--- config.mk ---
export PLATFORM = sky130hd
export DESIGN_NAME = pip_front
export DESIGN_NICKNAME = d
export VERILOG_FILES = /design/src/pip_pkg.sv /design/src/pip_front.sv
export SDC_FILE = /design/constraint.sdc
export NUM_CORES = 1
export LEC_CHECK = 0
export BUFFER_PORTS_ARGS = -buffer_cell sky130_fd_sc_hd__buf_2
export CORE_UTILIZATION = 45
export CTS_BUF_LIST = sky130_fd_sc_hd__clkbuf_16
export DETAILED_ROUTE_END_ITERATION = 7
export PLACE_DENSITY = 0.71
export SLEW_MARGIN = 20
export SYNTH_ARGS = -nofsm -noshare
export SYNTH_HDL_FRONTEND = slang
export SYNTH_SLANG_ARGS = --single-unit
--- constraint.sdc ---
create_clock -name clk_i -period 4.78 [get_ports clk_i]
set_input_delay 0 -clock clk_i [delete_from_list [all_inputs] [get_ports clk_i]]
set_output_delay 0 -clock clk_i [all_outputs]
set_load 0.02 [all_outputs]
--- src/pip_pkg.sv ---
// ----------------------------------------------------------------------------
// Point-in-polygon test package
// Shared widths and the word types passed from the front end to the back end.
// ----------------------------------------------------------------------------
package pip_pkg;

  // Width of each coordinate field on the ports.
  localparam int FieldBits = 32;
  // Coordinates are taken from the low CoordBits bits and sign-extended.
  localparam int CoordBits = 32;
  // A difference of two coordinates needs one more bit.
  localparam int DiffBits  = CoordBits + 1;
  // Exact product of two differences.
  localparam int ProdBits  = 2 * DiffBits;
  // Rings shorter than this give outside.
  localparam int RingMin   = 3;
  // Words held between the front end and the back end.
  localparam int QueueDepth = 2;

  typedef logic signed [CoordBits-1:0] coord_t;
  typedef logic signed [DiffBits-1:0]  diff_t;
  typedef logic signed [ProdBits-1:0]  prod_t;

  // One edge test: the edge counts when straddle is set and a*b < c*d.
  typedef struct packed {
    logic  straddle;
    diff_t a;
    diff_t b;
    diff_t c;
    diff_t d;
  } edge_op_t;

  // One queue word: the previous-edge and closing-edge tests and the end-of-ring control.
  typedef struct packed {
    edge_op_t prev_op;
    edge_op_t close_op;
    logic     emit;
    logic     ring_ok;
  } item_t;

endpackage

--- src/pip_front.sv ---
// ----------------------------------------------------------------------------
// Point-in-polygon front end
// Holds the ring state and turns each vertex into edge tests for the back end.
// ----------------------------------------------------------------------------
module pip_front import pip_pkg::*; (
  input  logic                 clk_i,
  input  logic                 rst_ni,
  input  logic                 accept_i,
  input  logic [FieldBits-1:0] vertex_x_i,
  input  logic [FieldBits-1:0] vertex_y_i,
  input  logic [FieldBits-1:0] probe_x_i,
  input  logic [FieldBits-1:0] probe_y_i,
  input  logic                 last_vertex_i,
  output item_t                item_o
);

  function automatic coord_t sext(input logic [FieldBits-1:0] v);
    logic signed [FieldBits-1:0] sv;
    sv = v;
    return coord_t'(sv);
  endfunction

  // Edge with base (xi, yi) and other end (xj, yj) against probe (px, py).
  function automatic edge_op_t make_op(input coord_t xi, input coord_t yi,
                                       input coord_t xj, input coord_t yj,
                                       input coord_t px, input coord_t py);
    edge_op_t op;
    diff_t    dx;
    diff_t    dy;
    diff_t    rx;
    diff_t    ry;
    dx = diff_t'(xj) - diff_t'(xi);
    dy = diff_t'(yj) - diff_t'(yi);
    rx = diff_t'(px) - diff_t'(xi);
    ry = diff_t'(py) - diff_t'(yi);
    op.straddle = (yi > py) != (yj > py);
    if (dy > 0) begin
      op.a = rx;
      op.b = dy;
      op.c = dx;
      op.d = ry;
    end else begin
      op.a = dx;
      op.b = ry;
      op.c = rx;
      op.d = dy;
    end
    return op;
  endfunction

  localparam logic [1:0] SeenMax = 2'(RingMin);

  logic [1:0] seen_q, seen_d;
  coord_t     first_x_q, first_y_q, prev_x_q, prev_y_q, probe_x_q, probe_y_q;
  coord_t     vx, vy;
  logic       ring_start;
  edge_op_t   prev_op, close_op;

  assign vx         = sext(vertex_x_i);
  assign vy         = sext(vertex_y_i);
  assign ring_start = (seen_q == 2'd0);

  always_comb begin
    if (last_vertex_i) begin
      seen_d = 2'd0;
    end else if (ring_start) begin
      seen_d = 2'd1;
    end else if (seen_q < SeenMax) begin
      seen_d = seen_q + 2'd1;
    end else begin
      seen_d = seen_q;
    end
  end

  always_comb begin
    prev_op  = make_op(vx, vy, prev_x_q, prev_y_q, probe_x_q, probe_y_q);
    close_op = make_op(first_x_q, first_y_q, vx, vy, probe_x_q, probe_y_q);
    item_o.prev_op           = prev_op;
    item_o.prev_op.straddle  = prev_op.straddle && !ring_start;
    // The ring is long enough once this vertex is at least the third one.
    item_o.ring_ok           = (seen_q >= SeenMax - 2'd1);
    item_o.close_op          = close_op;
    item_o.close_op.straddle = close_op.straddle && last_vertex_i && item_o.ring_ok;
    item_o.emit              = last_vertex_i;
  end

  always_ff @(posedge clk_i or negedge rst_ni) begin
    if (!rst_ni) begin
      seen_q <= 2'd0;
    end else if (accept_i) begin
      seen_q <= seen_d;
    end
  end

  always_ff @(posedge clk_i or negedge rst_ni) begin
    if (!rst_ni) begin
      prev_x_q  <= '0;
      prev_y_q  <= '0;
      first_x_q <= '0;
      first_y_q <= '0;
      probe_x_q <= '0;
      probe_y_q <= '0;
    end else if (accept_i) begin
      prev_x_q <= vx;
      prev_y_q <= vy;
      if (ring_start) begin
        first_x_q <= vx;
        first_y_q <= vy;
        probe_x_q <= sext(probe_x_i);
        probe_y_q <= sext(probe_y_i);
      end
    end
  end

endmodule

# --- Word-level counts from Yosys, hierarchy flattened ---
# Index checks and enable logic that the tools add are counted.
op_classes:
  bitwise_logic: 0
  eq_ne: 2
  multipliers: 0
  magnitude_cmp: 7
  n_shift: 0
  addsub: 9
  reduce_logical: 8
  div_mod_pow: 0
  mux: 5
op_table:
  columns: ["op", "n"]
  rows:
  - ["$mux W132", 2]
  - ["$sub A32 B32 Y33", 8]
  - ["$gt A32 B32 Y1", 3]
  - ["$gt A33 B1 Y1 const B", 2]
  - ["$mux W2", 3]
  - ["$reduce_and A2 Y1", 2]
  - ["$logic_and A1 B1 Y1", 3]
  - ["$reduce_bool A3 Y1", 1]
  - ["$add A2 B1 Y2 const B", 1]
  - ["$ge A2 B2 Y1 const B", 1]
  - ["$logic_not A2 Y1", 1]
  - ["$lt A2 B2 Y1 const B", 1]
  - ["$ne A1 B1 Y1", 2]
  - ["$logic_not A1 Y1", 1]
word_totals:
  mem_bits_ro: 0
  mem_bits_rw: 0
  latchBits: 0
  mem_count: 0
  output_inout_bits: 268
  ff_bits: 194
  input_bits: 132

# --- Longest topological paths before layout ---
depth:
  depth_word: 4
  mapped_depth: 16
  mapped_depth_nobuf: 14

# --- Least setup slack after synthesis ---
# OpenSTA, ideal clock, no wires.
synth_timing:
  kind: "register to output"
  from: "register prev_y_q[0]"
  to: "output item_o[229] in the netlist's numbering"
  arrival_time_ns: 4.044
  path_slack_ns: 0.736
  required_time_ns: 4.780
  path_buffers: 2
  path_stages_with_launch: 17
  path_cell_list: "dfrtp_1 inv_1 ha_1 fa_1 nand2b_1 a21o_1 a211oi_1 o2111ai_2 and2_2 xnor2_1 or4_1 nor4_2 and4b_1 nor2_1 buf_6 buf_2 o21ai_0"
synth_rtl:
  columns: ["item", "line", "source"]
  rows:
  - ["from (decl)", "pip_front.sv:54", "coord_t first_x_q, first_y_q, prev_x_q, prev_y_q, probe_x_q, probe_y_q;"]
  - ["from (signal assigned)", "pip_front.sv:105", "prev_y_q <= vy;"]
  - ["to (decl)", "pip_front.sv:14", "output item_t item_o"]

==> flow_metrics.env <==
export IMPL_cp_required_ps=4780
export IMPL_synth_cells=2953
export IMPL_grt_usage_pct=30.0
export IMPL_period_share_pct=99.4
export IMPL_dr_total_vias=25200
export IMPL_synth_top_cell_by_area="dfrtp_1"
export IMPL_grt_overflow_total=0
export IMPL_die_area_sq_um=56200
export IMPL_place_congestion=0.985
export IMPL_cp_cell_sequence="inv_2 > ha_4 > or2_2 > o211ai_1 > a21o_1 > a21oi_2 > buf_4 > o2111a_1 > or3_4 > a2111o_1 > nor4_4 > a21o_4 > buf_12 > buf_16 > mux2_2 > clkbuf_4"
export IMPL_top_layer_used="met4"
export IMPL_crit_fanout=6
export IMPL_vias_per_cell=6.01
export IMPL_route_met2_wl_um=40100
export IMPL_wl_per_cell_um=21.4
export IMPL_synth_seq_cells=194
export IMPL_worst_pin_slew_ps=1020
export IMPL_finalMaxSlewViolations=0
export IMPL_grt_pass1_vias=23500
export IMPL_dp_hpwl_um=67800
export IMPL_crit_type="flip-flop to output pin"
export IMPL_antenna_found_initial=3
export IMPL_clkSinkCount=194
export IMPL_ys_top_cells_by_area="dfrtp_1, ha_1, mux2_2, o21ai_0, xnor2_1"
export IMPL_routed_wl_um=89500
export IMPL_die_height_um=237
export IMPL_yosysWarnings=0
export IMPL_cpPeakStageDelay_ps=440
export IMPL_avgSynthCellArea_sq_um=8.42
export IMPL_synth_seq_area_share_pct=19.5
export IMPL_clk_path_buf_depth=2
export IMPL_portBuffers=399
export IMPL_cpLargestDelayFamily="compound AO/OA/AOI/OAI gates"
export IMPL_arrival_ps=4750
export IMPL_final_setup_worst_slack_ps=30.3
export IMPL_place_ws_ps=168
export IMPL_first_pass_iters=8
export IMPL_drtAntennaViolNets=0
export IMPL_synthArstFlopShare_pct=100
export IMPL_grt_max_degree=112
export IMPL_numCtsBuffers=17
export IMPL_dieWidth_um=237
export IMPL_final_cell_mix="buf_2, ha_1, mux2_2"
export IMPL_hold_viol=0
export IMPL_slowest_stage="a2111o_1"
export IMPL_finalSetupViolations=0
export IMPL_skew_ps=20.7
export IMPL_status="finished, violations left"
export IMPL_post_synth_num_cell_types=79
export IMPL_syn_nets=3386
export IMPL_cts_root_buf="clkbuf_16"
export IMPL_fmax_mhz=211
export IMPL_area_growth_pct=22.9
export IMPL_grt_pass1_wl_um=131000
export IMPL_rsz0062_at_grt="yes"
export IMPL_clk_latency_ps=520
export IMPL_maxCapViolations=0
export IMPL_ys_flop_type="dfrtp_1"
export IMPL_synth_edff_count=0
export IMPL_route_met3_wl_um=7380
export IMPL_drive_above_1_share_pct=25.5
export IMPL_final_setup_tns_ps=0
export IMPL_fin_crit_ps=4750
export IMPL_syn_area_sq_um=24900
export IMPL_violations="DRC"
export IMPL_htree_levels=4
export IMPL_slew_headroom_pct=31.9
export IMPL_io_pins=400
export IMPL_m1WireLength_um=37900
export IMPL_min_path_type="input port to asynchronous set/reset pin"
export IMPL_cts_tree="done"
export IMPL_path_clk_slew_ps=80
export IMPL_drc_errors=3
export IMPL_nFillCells=4896
export IMPL_worstPathBufferInverterCount=5
export IMPL_drt_iter0_markers=2070
export IMPL_coreArea_sq_um=54200
export IMPL_end_kind="output pin"
export IMPL_setup_worst_path_start_class="flip-flop"
export IMPL_synth_top_area_share_pct=19.5
export IMPL_rows=85
export IMPL_nets=3912
export IMPL_initial_core_util_pct=45.8
export IMPL_layout_commonest_cell="buf_2"
==> kinds of logic (layout without fill, tap and decap cells) <==
family / Yosys count / after routing / share of synthesized area (%)
simple gates: 721 / 721 / 14.2
fa+ha+maj: 301 / 301 / 15.4
xor+xnor: 205 / 205 / 7.22
compound gates: 858 / 858 / 22.2
other cells: 0 / 2 / 0
mux: 359 / 359 / 16.4
flops: 194 / 194 / 19.5
buf+inv: 315 / 854 / 5.07
==> cells in the mapped netlist (31+ instances only) <==
cell type  instances
a211oi_1          31
a21o_1           108
a21oi_1          209
clkbuf_1          59
dfrtp_1          194
ha_1             293
inv_1            222
mux2_2           267
mux2i_1           62
nand2_1          226
nand2b_1          38
nand3_1           52
nand4_1           31
nor2_1           169
nor2b_1           39
nor3_1            36
o21a_1            45
o21ai_0          228
xnor2_1          128
xor2_1            77
==> worst paths after layout <==
path / startpoint / end / slack (ps) / depth (start not counted)
max: first_y_q[3]$_DFFE_PN0P_ / item_o[108] / 30 / 16
min reg2reg: first_x_q[29]$_DFFE_PN0P_ / first_x_q[29]$_DFFE_PN0P_ / 480 / 2
max in group asynchronous: rst_ni / first_x_q[30]$_DFFE_PN0P_ / 3530 / 3
min in group clk_i: probe_y_i[9] / probe_y_q[9]$_DFFE_PN0P_ / 250 / 3
min: rst_ni / probe_y_q[2]$_DFFE_PN0P_ / 110 / 2
max reg2reg: seen_q[0]$_DFFE_PN0P_ / probe_x_q[6]$_DFFE_PN0P_ / 2250 / 5
==> state kept, by name, summed over array words and instances, names as in the netlist <==
name and count:
first_x_q 32, first_y_q 32, prev_x_q 32, prev_y_q 32, probe_x_q 32, probe_y_q 32
seen_q 2
==> layer usage <==
| layer | GRT usage (%) | vias to the layer above |
|---|---|---|
| met4 | 13.5 | 0 |
| met1 | 39.4 | 11900 |
| met3 | 5.57 | 235 |
| met2 | 47.6 | 1146 |
| li1 | - | 11900 |
| met5 | 0 | - |
==> metrics by stage <==
step	utilization (%)	hold WS, ps	cell area, sq um	cells
2_1_floorplan	-	-296	24900	2953
3_3_place_gp	51.1	105	27700	3989
3_5_place_dp	51.1	110	27700	3989
4_1_cts	54.9	143	29800	4157
5_1_grt	56.4	186	30600	4190
6_report	56.4	108	30600	4190
==> worst register-to-register path, stage by stage (launching register included) <==
cell and delay, ps:
dfrtp_1 370, inv_1 80, ha_1 270, nand2_4 680, buf_12 470, mux2_2 530
==> final cells by class <==
| type | instances | area, sq um | area share [%] |
|---|---|---|---|
| Clock inverter | 15 | 180 | 0.589 |
| Clock buffer | 17 | 425 | 1.39 |
| Sequential cell | 194 | 4860 | 15.9 |
| Antenna cell | 2 | 5.00 | 0.0164 |
| Timing Repair Buffer | 600 | 4210 | 13.8 |
| Inverter | 222 | 833 | 2.73 |
| Tap cell | 696 | 871 | 2.85 |
| Multi-Input combinational cell | 2444 | 19200 | 62.8 |
==> repair_timing <==
action	4_1_cts	5_1_grt
setup endpoints to repair	222	260
gates cloned	0	11
hold buffers	132	0
hold endpoints to repair	284	0
buffers inserted	4	20
resized for setup	21	87
pin swaps	3	21
Power is not shown: default switching activity piles up to over one toggle a cycle in this logic, so the estimate is an artifact.
